## src/rtl/core/assert_macros.svh

```systemverilog
// ----------------------------------------------------------------------------
// Assertion macros
// Wrappers for concurrent checks. They expand to nothing in synthesis builds.
// ----------------------------------------------------------------------------
`ifndef ASSERT_MACROS_SVH
`define ASSERT_MACROS_SVH

`ifndef SYNTHESIS

// Check on every rising edge, ignored while reset is asserted.
`define LPL_ASSERT(lbl, clk, rstn, prop, msg) \
  lbl: assert property (@(posedge clk) disable iff (!(rstn)) (prop)) else $error(msg);

// Check on every rising edge, reset included.
`define LPL_ASSERT_ALWAYS(lbl, clk, prop, msg) \
  lbl: assert property (@(posedge clk) (prop)) else $error(msg);

`else

`define LPL_ASSERT(lbl, clk, rstn, prop, msg)
`define LPL_ASSERT_ALWAYS(lbl, clk, prop, msg)

`endif

`endif

```

## src/rtl/core/lpl_pkg.sv

```systemverilog
// ----------------------------------------------------------------------------
// Look-ahead peak limiter package
// Widths, constants, register indexes and shared types of the limiter.
// ----------------------------------------------------------------------------
package lpl_pkg;

  // Field widths.
  localparam int SMP_W     = 24;  // input sample, Q1.23 signed
  localparam int OUT_W     = 25;  // output sample, Q2.23 signed
  localparam int GAIN_W    = 24;  // envelope gain, Q1.23 unsigned
  localparam int IGAIN_W   = 16;  // input gain, Q4.12 unsigned
  localparam int COEF_W    = 24;  // smoothing coefficient, Q0.24
  localparam int CEIL_W    = 24;  // ceiling, Q1.23 unsigned
  localparam int DLEN_W    = 10;  // look-ahead length field
  localparam int SCL_W     = 28;  // gain-scaled sample

  // Stream and configuration port widths.
  localparam int IN_TDATA_W  = 48;
  localparam int OUT_TDATA_W = 80;
  localparam int OUT_PAD_W   = OUT_TDATA_W - 2 * OUT_W - GAIN_W;
  localparam int CFG_IDX_W   = 3;
  localparam int CFG_DATA_W  = 24;

  // Look-ahead memory.
  localparam int MAX_DELAY = 512;
  localparam int ADDR_W    = $clog2(MAX_DELAY);
  localparam int FILL_W    = ADDR_W + 1;

  // Serial step counts.
  localparam int IGAIN_FRAC  = 12;
  localparam int SCALE_STEPS = IGAIN_W;
  localparam int SCALE_LOW   = SCALE_STEPS - IGAIN_FRAC;
  localparam int OUT_STEPS   = GAIN_W;
  localparam int ENV_STEPS   = COEF_W;
  localparam int QUO_W       = 23;
  localparam int CNT_W       = 5;

  // Gain and ceiling limits.
  localparam logic [GAIN_W-1:0]  UNITY_GAIN = 24'd8388608;
  localparam logic [CEIL_W-1:0]  CEIL_MIN   = 24'd2107246;
  localparam logic [CEIL_W-1:0]  CEIL_MAX   = 24'd8388608;
  localparam logic [COEF_W:0]    COEF_ONE   = 25'd16777216;

  // Register reset values.
  localparam logic                RST_ENABLE    = 1'b1;
  localparam logic [CEIL_W-1:0]   RST_CEILING   = 24'd8388608;
  localparam logic [IGAIN_W-1:0]  RST_IN_GAIN   = 16'd4096;
  localparam logic [COEF_W-1:0]   RST_ATTACK    = 24'd16431307;
  localparam logic [COEF_W-1:0]   RST_RELEASE   = 24'd16773721;
  localparam logic [DLEN_W-1:0]   RST_DELAY_LEN = 10'd480;

  // Configuration register indexes.
  typedef enum logic [CFG_IDX_W-1:0] {
    REG_ENABLE      = 3'd0,
    REG_CEILING     = 3'd1,
    REG_INPUT_GAIN  = 3'd2,
    REG_ATTACK      = 3'd3,
    REG_RELEASE     = 3'd4,
    REG_DELAY_LEN   = 3'd5
  } reg_idx_t;

  // Sequencer states.
  typedef enum logic [6:0] {
    ST_IDLE  = 7'b0000001,
    ST_SCALE = 7'b0000010,
    ST_PEAK  = 7'b0000100,
    ST_DIV   = 7'b0001000,
    ST_ENV   = 7'b0010000,
    ST_MUL   = 7'b0100000,
    ST_DONE  = 7'b1000000
  } state_t;

  // Control of one serial multiplier lane.
  typedef struct packed {
    logic clr;   // load the parallel operand, clear the accumulator
    logic step;  // take one multiplier bit
    logic mbit;  // current multiplier bit, LSB first
  } lane_ctl_t;

  // Access request to the look-ahead memory.
  typedef struct packed {
    logic              rd_en;
    logic              wr_en;
    logic [ADDR_W-1:0] addr;
  } dly_req_t;

endpackage

```

## src/rtl/core/lpl_envelope.sv

```systemverilog
// ----------------------------------------------------------------------------
// Envelope smoother
// Holds the envelope gain and moves it toward a target:
// (env * c + target * (2^24 - c)) / 2^24, both bit-serial over coefficients.
// ----------------------------------------------------------------------------
module lpl_envelope (
  input  logic                          clk,
  input  logic                          rst_n,
  input  logic                          start,
  input  logic [lpl_pkg::GAIN_W-1:0]    target,
  input  logic [lpl_pkg::COEF_W-1:0]    atk_coef,
  input  logic [lpl_pkg::COEF_W-1:0]    rel_coef,
  output logic [lpl_pkg::GAIN_W-1:0]    gain,
  output logic                          done
);
  import lpl_pkg::*;

  logic              busy_r;
  logic              done_r;
  logic [CNT_W-1:0]  cnt_r;
  logic [GAIN_W-1:0] env_r;
  logic [GAIN_W-1:0] tgt_r;
  logic [COEF_W-1:0] c_sr_r;
  logic [COEF_W:0]   d_sr_r;
  logic [GAIN_W:0]   acc_r;
  logic              sticky_r;
  logic              up_r;
  logic              atk_sel;
  logic [COEF_W-1:0] coef;
  logic [GAIN_W+1:0] sum;
  logic [GAIN_W+1:0] fin;

  // Attack when the target lies below the envelope.
  assign atk_sel = target < env_r;
  assign coef    = atk_sel ? atk_coef : rel_coef;

  // One bit of both coefficients per step.
  assign sum = {1'b0, acc_r}
             + (c_sr_r[0] ? {2'b00, env_r} : '0)
             + (d_sr_r[0] ? {2'b00, tgt_r} : '0);

  // Top bit of 2^24 - c, then round up on release when any low bit was set.
  assign fin = {1'b0, acc_r}
             + (d_sr_r[0] ? {2'b00, tgt_r} : '0)
             + (GAIN_W + 2)'(up_r & sticky_r);

  // Control and envelope state.
  always_ff @(posedge clk) begin
    if (!rst_n) begin
      busy_r <= 1'b0;
      done_r <= 1'b0;
      cnt_r  <= '0;
      env_r  <= UNITY_GAIN;
    end else begin
      done_r <= 1'b0;
      if (start) begin
        busy_r <= 1'b1;
        cnt_r  <= '0;
      end else if (busy_r) begin
        cnt_r <= cnt_r + 1'b1;
        if (cnt_r == CNT_W'(ENV_STEPS)) begin
          env_r  <= fin[GAIN_W-1:0];
          busy_r <= 1'b0;
          done_r <= 1'b1;
        end
      end
    end
  end

  // Serial product datapath.
  always_ff @(posedge clk) begin
    if (start) begin
      tgt_r    <= target;
      c_sr_r   <= coef;
      d_sr_r   <= COEF_ONE - {1'b0, coef};
      acc_r    <= '0;
      sticky_r <= 1'b0;
      up_r     <= ~atk_sel;
    end else if (busy_r && (cnt_r != CNT_W'(ENV_STEPS))) begin
      acc_r    <= sum[GAIN_W+1:1];
      sticky_r <= sticky_r | sum[0];
      c_sr_r   <= {1'b0, c_sr_r[COEF_W-1:1]};
      d_sr_r   <= {1'b0, d_sr_r[COEF_W:1]};
    end
  end

  assign gain = env_r;
  assign done = done_r;

endmodule

```

## config.mk

```make
export PLATFORM = sky130hd
export DESIGN_NAME = lpl_envelope
export DESIGN_NICKNAME = d
export VERILOG_FILES = /design/src/rtl/core/assert_macros.svh /design/src/rtl/core/lpl_pkg.sv /design/src/rtl/core/lpl_envelope.sv
export SDC_FILE = /design/constraint.sdc
export NUM_CORES = 1
export LEC_CHECK = 0
export ABC_AREA = 1
export ABC_CLOCK_PERIOD_IN_PS = 3900
export BUFFER_PORTS_ARGS = -buffer_cell sky130_fd_sc_hd__buf_2
export CAP_MARGIN = 10
export CORE_MARGIN = 2
export CORE_UTILIZATION = 45
export CTS_CLUSTER_SIZE = 24
export DETAILED_ROUTE_END_ITERATION = 6
export GPL_TIMING_DRIVEN = 0
export PLACE_DENSITY = 0.68
export SETUP_SLACK_MARGIN = 0.4
export SYNTH_ARGS = -nofsm -noshare
export SYNTH_HDL_FRONTEND = slang
export SYNTH_SLANG_ARGS = --single-unit
```

## constraint.sdc

```tcl
create_clock -name clk -period 3.9 [get_ports clk]
set_input_delay 0 -clock clk [delete_from_list [all_inputs] [get_ports clk]]
set_output_delay 0 -clock clk [all_outputs]
set_load 0.03 [all_outputs]
```

# ---- Word level (Yosys, flattened, before mapping)
# Index checks and enable logic that the tools add are counted.
dict set report word_totals {
  register_bits 131
  output_inout_bits 25
}
dict set report classes {
  addsub 6
  order_cmp 1
  eq_ne 2
  n_mux 11
  bitwise 6
  reduce_logical 5
}
# op count
set op_table {}
lappend op_table {{$mux 24} 5}
lappend op_table {{$mux 25} 2}
lappend op_table {{$add 25x24->26} 1}
lappend op_table {{$add 26x26->26} 1}
lappend op_table {{$sub 25x24->25 const A} 1}
lappend op_table {{$add 24x1->24} 1}
lappend op_table {{$add 24x24->24} 1}
lappend op_table {{$lt 24x24->1} 1}
lappend op_table {{$add 5x1->5 const B} 1}
lappend op_table {{$eq 5x5->1 const B} 1}
lappend op_table {{$ne 5x5->1 const B} 1}
lappend op_table {{$mux 1} 4}
lappend op_table {{$not 1->1} 4}
lappend op_table {{$reduce_and 3->1} 1}
lappend op_table {{$reduce_or 3->1} 1}
lappend op_table {{$reduce_bool 2->1} 1}
lappend op_table {{$reduce_or 2->1} 1}
lappend op_table {{$and 1x1->1} 1}
lappend op_table {{$logic_and 1x1->1} 1}
lappend op_table {{$or 1x1->1} 1}

# ---- Logic depth before layout (Yosys ltp)
# Gate-level depths: netlist of run 1.
dict set report logic_depth {
  word_depth 4
  mapped_depth 23
  depth_no_buf 22
}

# ---- Worst setup path after synthesis of run 1
# Ideal clock, no wire load.
dict set report synth_path {
  path_type {reg2reg}
  start {register env_r[1], in the netlist gain[1]}
  end {register acc_r[20]}
  setup_time_ns 0.109
  t_arrival_ns 2.889
  setup_slack_ns 0.902
  stages_incl_launch_ff 18
  n_path_buf 0
  period_less_slack_ns 2.998
  path_cell_list {dfxtp_1 > nand2_1 > inv_1 > fa_1 > ha_1 > fa_1 > nand3_1 > nand2_1 > a21oi_1 > inv_1 > a21oi_1 > o21bai_1 > nand2_1 > nand2_1 > a21oi_1 > o21ai_0 > nand2_1 > inv_1}
}
dict set report synth_between {
  elab_chain_len 3
}
# item line_no
set synth_rtl {}
lappend synth_rtl {{start: declaration} lpl_envelope.sv:21} ;# logic [GAIN_W-1:0] env_r;
lappend synth_rtl {{start signal: assignment} lpl_envelope.sv:62} ;# env_r <= fin[GAIN_W-1:0];
lappend synth_rtl {{$mux 24} lpl_envelope.sv:39} ;# + (c_sr_r[0] ? {2'b00, env_r} : '0)
lappend synth_rtl {{$add 25x24->26} lpl_envelope.sv:39}
lappend synth_rtl {{$add 26x26->26} lpl_envelope.sv:40} ;# + (d_sr_r[0] ? {2'b00, tgt_r} : '0);
lappend synth_rtl {{end signal: assignment} lpl_envelope.sv:80} ;# acc_r <= sum[GAIN_W+1:1];
lappend synth_rtl {{end: declaration} lpl_envelope.sv:25} ;# logic [GAIN_W:0] acc_r;
# Every way passes these cells.
# A chain may end at the register's enable or synchronous reset.

# ---- Worst setup path after layout of run 1
dict set report layout_path {
  start {register d_sr_r[0]}
  end {register env_r[23], in the netlist gain[23]}
}
dict set report layout_between {
  elab_chain_len 3
}
# item line_no
set layout_rtl {}
lappend layout_rtl {{start: declaration} lpl_envelope.sv:24} ;# logic [COEF_W:0] d_sr_r;
lappend layout_rtl {{start signal: assignment} lpl_envelope.sv:75} ;# d_sr_r <= COEF_ONE - {1'b0, coef};
lappend layout_rtl {{start signal: assignment} lpl_envelope.sv:83} ;# d_sr_r <= {1'b0, d_sr_r[COEF_W:1]};
lappend layout_rtl {{$mux 24} lpl_envelope.sv:44} ;# + (d_sr_r[0] ? {2'b00, tgt_r} : '0)
lappend layout_rtl {{$add 24x24->24} lpl_envelope.sv:44}
lappend layout_rtl {{$add 24x1->24} lpl_envelope.sv:45} ;# + (GAIN_W + 2)'(up_r & sticky_r);
# Every way passes these cells.

==> results of run 1 <==
==> layer usage <==
layer	GRT usage (%)	vias up
li1	-	4591
met1	32.14	4155
met2	42.70	265
met3	4.042	53
met4	10.74	0
met5	0	-
==> path summary, 6_finish.rpt <==
| path | startpoint | to | slack (ns) | cells after the start |
|---|---|---|---|---|
| min reg2reg | cnt_r[4] | cnt_r[4] | 0.46 | 1 |
| min | atk_coef[1] | c_sr_r[1] | 0.002 | 3 |
| max reg2reg | d_sr_r[0] | gain[23] | 0.50 | 15 |
| max | d_sr_r[0] | gain[23] | 0.50 | 15 |
==> metrics by stage <==
stage | util [%] | hold slack (ns) | setup WS, ns | setup TNS (ns)
2_1_floorplan | - | 0.09887 | 0.9024 | 0
3_3_place_gp | 49.35 | 0.1954 | -0.2235 | -0.3677
3_5_place_dp | 49.46 | 0.2004 | -0.3436 | -0.7841
4_1_cts | 53.42 | 0.01466 | 0.3232 | 0
5_1_grt | 53.59 | 0.05803 | 0.3303 | 0
6_report | 53.59 | 0.001691 | 0.4974 | 0
==> layout make-up <==
cell class | instances | area [um^2] | share of cell area [%]
plain buffers | 36 | 176.4 | 1.523
clock buffers | 20 | 436.7 | 3.768
well taps | 280 | 350.3 | 3.023
flip-flops and latches | 131 | 3363 | 29.02
clock inverters | 12 | 162.7 | 1.404
multi-input cells | 947 | 5540 | 47.81
repair buffers | 126 | 773.2 | 6.673
inverters | 209 | 784.5 | 6.770
==> kinds of logic after synthesis <==
kind of cell | after synthesis
buf+inv | 245
flops | 131
simple gates | 602
xor+xnor | 33
compound gates | 213
fa+ha+maj | 99
==> cells in the mapped netlist (10+ instances only) <==
cell type,number
nor3_1,10
fa_1,27
xor2_1,21
clkbuf_1,24
dfxtp_1,57
o211ai_1,13
nand3_1,88
xnor2_1,12
a21oi_1,84
nand2_1,293
edfxtp_1,74
ha_1,72
nor2_1,149
nand2_2,21
nand4_1,10
inv_1,207
o21ai_0,86
==> power breakdown <==
part,total [mW],internal (mW),switching [mW]
Combinational,1.02,0.374,0.645
Clock,1.67,1.06,0.605
Sequential,1.65,1.59,0.0619
==> flip-flops by register name, indices dropped and copies added, names as in the netlist <==
signal and count:
acc_r 25, busy_r 1, c_sr_r 24, cnt_r 5, d_sr_r 25, done 1, gain 24, sticky_r 1
tgt_r 24, up_r 1
==> placed cells by master, fill, tap and decap left out, drive strengths merged <==
cell type / synthesis / final
edfxtp: 74 / 74
o211ai: 13 / 13
buf: 12 / 115
nand4: 10 / 10
nand3b: 5 / 5
o21a: 7 / 7
a31oi: 2 / 2
xor2: 21 / 21
bufinv: 0 / 4
a21o: 3 / 3
o2111ai: 1 / 1
nand2: 315 / 315
nand3: 91 / 91
o21ai: 94 / 94
and3: 2 / 2
ha: 72 / 72
xnor2: 12 / 12
a21oi: 84 / 84
nor3: 11 / 11
a221oi: 1 / 1
nor4: 2 / 2
o221ai: 2 / 2
o21bai: 4 / 4
dlygate4sd3: 0 / 25
clkbuf: 24 / 42
fa: 27 / 27
clkinv: 0 / 7
inv: 209 / 209
a211oi: 2 / 2
or2: 2 / 2
clkinvlp: 0 / 1
dfxtp: 57 / 57
nor2: 164 / 164
==> worst min-delay path, cell delays in order <==
cell	delay, ns
buf_2	0.08
o21ai_2	0.08
o21ai_0	0.15
==> repair_timing <==
action | CTS | global route
endpoints found under the hold margin | 26 | 0
hold buffers | 25 | 0
gates resized for setup | 6 | 13
setup buffers | 0 | 1
endpoints found under the setup margin | 16 | 16
==> results.md, run 1 <==
- Status: finished clean
- Post-DRT Antenna Nets: 0
- DP Area: between 10,000 and 15,000 um^2
- Adder-Cell Fraction of Synth Area: 14.67%
- Max Cap Viol: 0
- Setup Skew: 0.006707 ns
- Vias post-DR: approximately 9,100
- Count of state elements after synthesis: 131
- PortBufs: 99
- Mapped Cells: 1,323
- CP arrival: 3.64 ns
- Pwr/cell area: 374.5 nW/um^2
- Die Wd: 151.8 um
- Top cells by area, synth: edfxtp_1 23%, dfxtp_1 12%, nand2_1 11%, ha_1 9.2%, inv_1 7.9%
- Initial Util: a little under half
- Cells after DPL: around 1,700
- H-Tree Depth: 4
- 1st-iter DRT viols: about 760
- Layout cell share with drive strength beyond 1: 13.10%
- # setup viols final: 0
- Final instance area: 11,590 um^2
- Worst-path clk slew: 0.06 ns
- Routed len/inst: 15.91 um
- Max Buffers Root-to-Sink: 2
- Fin crit share: 87.25%
- Post-synthesis cell type count: 43
- Slew headroom: 40.39%
- RSZ-0062 raised after global routing: true
- DR top layer: met4
- Nets: 1,642
- WS Path Type: flip-flop to flip-flop
- Buf/Inv on CP: 5
- Initial antenna violation count: 0
- GP Congestion: 0.9525
- TritonCTS Buffers: 17
- Post-synthesis mux area share: 0%
- Final HPWL DP: 21.66 mm
- Area leader, netlist: edfxtp_1
- Die Area: 23,030 um^2
- Fill cell count: roughly 2,100
- Largest fanout on the critical path: 10
- Die height: 151.8 um
- Worst VDD drop: approximately 280 uV
- Area share of the largest cell type after synthesis: 22.62%
- Clk_lat worst skew: 0.42 ns
- Final Hold Fails: 0
- Finished Layout Cells: 1,761
- Critical Path, Cell by Cell: clkbuf_2 > nand2_1 > fa_1 > inv_1 > nand3_1 > nand2_1 > inv_1 > o21ai_2 > inv_1 > o21ai_1 > nand3_1 > nand3_1 > nand2_1 > inv_1 > o221ai_1
- Met3 wire length: 1.281 mm
- Netlist Area Pre-Place: 9824 um^2
- CP startpoint kind: flip-flop
- GRT overflow: 0
- CP delay by family, top: compound AO/OA/AOI/OAI gates
- Critical Path End Type: flip-flop
- Layout area overhead: 17.94%
- Met2 wire length: 13.38 mm
- Post-route minimum period: 3.403 ns
- Core area: 21,620 um^2
- Diodes inserted: 0
- First-pass GRT wire length: 44.28 mm
- Mean area per synthesized cell: 7.426 um^2
- EDFF count, synth: 74
- Critical path's slowest cell: edfxtp_1
- Initial DRT Pass Iterations: 6
- Max incr delay on CP: 0.50 ns
- Max Freq: 0.2939 GHz
- Main combinational cell family by area after synthesis: simple AND/OR/NAND/NOR gates
- WL final: 28.01 mm
- Asr flop ratio synth: 0%
- Slew Viols, Final: 0
- I/O Pins: 100
- Static Leakage: 5.892 nW
- CP Data Required Time: 4.14 ns
- Prevailing post-synth register cell: edfxtp_1
- Compound-Gate Fraction of Synth Area: 11.81%
- GRT Util Overall: 25.29%
- Number of cell rows: between 50 and 60
- Clock Sinks: between 100 and 150
- Sequential share of the synthesized area: 34.23%
- CTS Root Cell: clkbuf_16
- Xor/xnor cell area share of the yosys netlist: 2.942%
- Routed vias/inst: ~5
- Synth warn: 0
- CTS tree: done
- Tot Pwr: 4.340 mW
- Simple-gate share of the synthesized area: 26.64%
- DRC viols: 0
- Worst-Margin Slew: 0.8941 ns
- Metal1 wirelength: 12.29 mm
- CP dominant cell by count: inv_1
- Largest net degree at the start of global routing: 31
- Hold Path Class: input pin to flip-flop
- Syn Nets: ~1,500
- Vias in the first global route: 8,817
Power figures use the tool's default switching activity.
==> inputs of run 2 (changes only) <==
ABC_AREA = 0   (was 1)
SKIP_LAST_GASP = 1   (was not set)
==> run 2 against run 1 <==
- core utilization grew 5.7 points
- cell area grew 3.2%
- wire length shrank 7.0%
- register-to-register slack lost 0.70 ns
- largest power group is now registers
- hold slack gained 0.0079 ns
- maximum frequency shrank 17%
- first-iteration DRC count shrank 24%
- clock skew grew 0.010 ns
- the flow now finishes with violations (negative setup slack)
==> results.md, run 2 <==
- Initial Util: 45.63% (was 45.44%)
- Number of cell rows: 52 (was 54)
- Routed len/inst: 18.13 um (was 15.91 um)
- Asr flop ratio synth: 0% (unchanged)
- TritonCTS Buffers: 17 (unchanged)
- Tot Pwr: 4.248 mW (was 4.340 mW)
- Slew Viols, Final: 0 (unchanged)
- WL final: 26.05 mm (was 28.01 mm)
- Prevailing post-synth register cell: edfxtp_1 (unchanged)
- Vias in the first global route: 7,905 (was 8,817)
- H-Tree Depth: 4 (unchanged)
- Layout cell share with drive strength beyond 1: 26.65% (was 13.10%)
- Commonest non-fill, non-tap cell in the layout: buf_2 (was nand2_1)
- Max Freq: 0.2440 GHz (was 0.2939 GHz)
- Worst VDD drop: 259.6 uV (was 275.5 uV)
- Setup TNS: -0.9547 ns (was 0 ns)
- I/O Pins: 100 (unchanged)
- Diodes inserted: 0 (unchanged)
- Final HPWL DP: 17.98 mm (was 21.66 mm)
- Final worst setup slack: -0.1989 ns (was 0.4974 ns)
- Initial DRT Pass Iterations: 5 (was 6)
- Hold Path Class: input pin to flip-flop (unchanged)
- Routed vias/inst: 5.547 (was 5.147)
- Static Leakage: 5.036 nW (was 5.892 nW)
- Largest fanout on the critical path: 7 (was 10)
- Critical Path End Type: flip-flop (unchanged)
- Status: finished, violations left (was finished clean)
- GRT overflow: 0 (unchanged)
- Syn Nets: 1,140 (was 1,497)
- Sequential share of the synthesized area: 36.54% (was 34.23%)
- RSZ-0062 raised after global routing: true (unchanged)
- Worst-Margin Slew: 0.7799 ns (was 0.8941 ns)
- Largest regs: acc_r x25, d_sr_r x25 (unchanged)
- Dpl ws: -0.6666 ns (was -0.3436 ns)
- Synth cell count leaders: 89 x nand2_1, 88 x a21oi_1, 75 x nor2_1 (was 293 x nand2_1, 207 x inv_1, 149 x nor2_1)
- Area of the multi-input gates: 6162 um^2 (was 5540 um^2)
- Vias post-DR: 7,971 (was 9,064)
- Critical Path, Cell by Cell: inv_2 > ha_4 > nand4_1 > buf_4 > buf_6 > buf_6 > nor4_4 > a2111o_1 > a31oi_4 > buf_8 > buf_12 > mux2i_4 > ha_4 > nand2_2 > or2_4 > mux2_4 > o31a_1 > o31a_1 (was clkbuf_2 > nand2_1 > fa_1 > inv_1 > nand3_1 > nand2_1 > inv_1 > o21ai_2 > inv_1 > o21ai_1 > nand3_1 > nand3_1 > nand2_1 > inv_1 > o221ai_1)
- Mapped Cells: 966 (was 1,323)
- Initial antenna violation count: 1 (was 0)
- CP arrival: 4.27 ns (was 3.64 ns)
- Post-route minimum period: 4.099 ns (was 3.403 ns)
- DRC viols: 0 (unchanged)
- PortBufs: 99 (unchanged)
- Die Wd: 147.0 um (was 151.8 um)
- GRT Util Overall: 24.06% (was 25.29%)
- Worst-path clk slew: 0.06 ns (about the same)
- Final Hold Fails: 0 (unchanged)
- Max Cap Viol: 0 (unchanged)
- Most frequent cell after synthesis: nand2_1 (unchanged)
- Synth warn: 0 (unchanged)
- CTS Root Cell: clkbuf_16 (unchanged)
- First-pass GRT wire length: 41.02 mm (was 44.28 mm)
- Clock Sinks: 131 (unchanged)
- Count of state elements after synthesis: 131 (unchanged)
- Top cells by area, synth: edfxtp_1 24%, dfxtp_1 12%, ha_1 9.8%, fa_1 5.9%, a21oi_1 4.8% (was edfxtp_1 23%, dfxtp_1 12%, nand2_1 11%, ha_1 9.2%, inv_1 7.9%)
- FF/Latch Area: 3411 um^2 (was 3363 um^2)
- Slew headroom: 48.01% (was 40.39%)
- # setup viols final: 8 (was 0)
- Commonest non-fill, non-tap cells in the layout: 100 x buf_2, 86 x nand2_1, 81 x a21oi_1 (was 292 x nand2_1, 206 x inv_1, 149 x nor2_1)
- CTS tree: done (unchanged)
- Largest net degree at the start of global routing: 37 (was 31)
- Clk_lat worst skew: 0.43 ns (was 0.42 ns)
- WS Path Type: flip-flop to flip-flop (unchanged)
- Netlist Area Pre-Place: 9204 um^2 (was 9824 um^2)
- CP startpoint kind: flip-flop (unchanged)
- Hold depth: 3 (unchanged)
- Max incr delay on CP: 0.49 ns (was 0.50 ns)
- Failing checks: negative setup slack
- Die height: 147.0 um (was 151.8 um)
- Max Buffers Root-to-Sink: 2 (unchanged)
- Post-DRT Antenna Nets: 0 (unchanged)
- Critical path's slowest cell: a2111o_1 (was edfxtp_1)
- Fin crit share: 105.1% (was 87.25%)
- Area share of the largest cell type after synthesis: 24.14% (was 22.62%)
- Core area: 20,170 um^2 (was 21,620 um^2)
- Area leader, netlist: edfxtp_1 (unchanged)
- EDFF count, synth: 74 (unchanged)
- R2r worst-path depth: 18 (was 15)
- Fill cell count: 1,723 (was 2,083)
- Nets: 1,328 (was 1,642)
- Pwr/cell area: 355.3 nW/um^2 (was 374.5 nW/um^2)
- Die Area: 21,610 um^2 (was 23,030 um^2)
- 1st-iter DRT viols: 584 (was 764)
- Post-synthesis cell type count: 64 (was 43)
- Reg-to-reg setup timing slack: -0.20 ns (was 0.50 ns)
- CP Data Required Time: 4.07 ns (was 4.14 ns)
- Layout area overhead: 29.89% (was 17.94%)
- Mean area per synthesized cell: 9.528 um^2 (was 7.426 um^2)
- GP Congestion: 0.8985 (was 0.9525)
- Setup Skew: 0.01703 ns (was 0.006707 ns)
run 2: cell types whose count changed in the layout (fill, tap and decap cells not counted), sizes merged, moves of 23 or more:
cell	delta
buf	+38
nor2	-89
o21ai	-60
and2	+58
nand3	-72
a21o	+23
mux2i	+30
nand2	-226
inv	-167
run 2: through the flow:
stage                     util [%]  std cells  area, um^2  hold slack [ns]
after CTS                    57.82       1424       11660         0.007742
after floorplan                  -        966        9392          0.09887
after global routing         59.27       1437       11960          0.03146
after detailed placement     50.79       1336       10240           0.1996
after global placement       50.69       1335       10220           0.1996
final                        59.27       1437       11960         0.009577
run 2: timing repair:
item / in CTS / in global routing
endpoints found under the setup margin: 36 / 30
resized for setup: 72 / 49
hold endpoints to repair: 25 / 0
hold buffers: 25 / 0
setup buffers: 31 / 13
pin swaps: 36 / 35
run 2: cell type report:
class                           instances  share of cell area (%)
Multi-Input combinational cell        763                   51.54
Sequential cell                       131                   28.53
Tap cell                              270                   2.826
Clock buffer                           18                   3.590
Inverter                               38                   1.193
Clock inverter                         14                   1.277
Buffer                                 34                   1.559
Timing Repair Buffer                  169                   9.482
run 2: critical path, delay by kind of cell (launching register included):
family | cells | cell delay [ns]
compound gates | 4 | 1.38
buf+inv | 6 | 0.61
mux | 2 | 0.56
simple gates | 4 | 0.50
fa+ha+maj | 2 | 0.43
flops | 1 | 0.37
run 2: layer usage:
layer  share of wire [%]  vias up  track usage, %
met4                 2.7        0           8.173
met1                  44     3820           31.74
met5                   0        -               0
li1                    -     3858               -
met2                  48      246           40.33
met3                 5.5       47           4.068
run 2: report_power, final:
part	switching, mW	internal (mW)	leakage (nW)	total, mW
Clock	0.648	0.948	0.285	1.60
Combinational	0.555	0.465	3.55	1.02
Sequential	0.0543	1.58	1.20	1.63
run 2: path summary, 6_finish.rpt:
check                             startpoint          to
worst max-delay path                gain[15]  d_sr_r[22]
worst min-delay path            rel_coef[19]  c_sr_r[19]
worst max register to register      gain[15]  d_sr_r[22]
worst min register to register      acc_r[0]    acc_r[0]
run 2: logic make-up (layout without fill, tap and decap cells):
| group | count (synthesis) | in the layout | synth area share (%) |
|---|---|---|---|
| AO/OA/AOI/OAI | 234 | 234 | 16.37 |
| XOR/XNOR | 64 | 64 | 6.090 |
| adder cells (fa/ha/maj) | 99 | 99 | 15.66 |
| buffers and inverters | 72 | 273 | 3.236 |
| flip-flops | 131 | 131 | 36.54 |
| multiplexers | 41 | 41 | 4.649 |
| AND/OR/NAND/NOR | 325 | 325 | 17.46 |
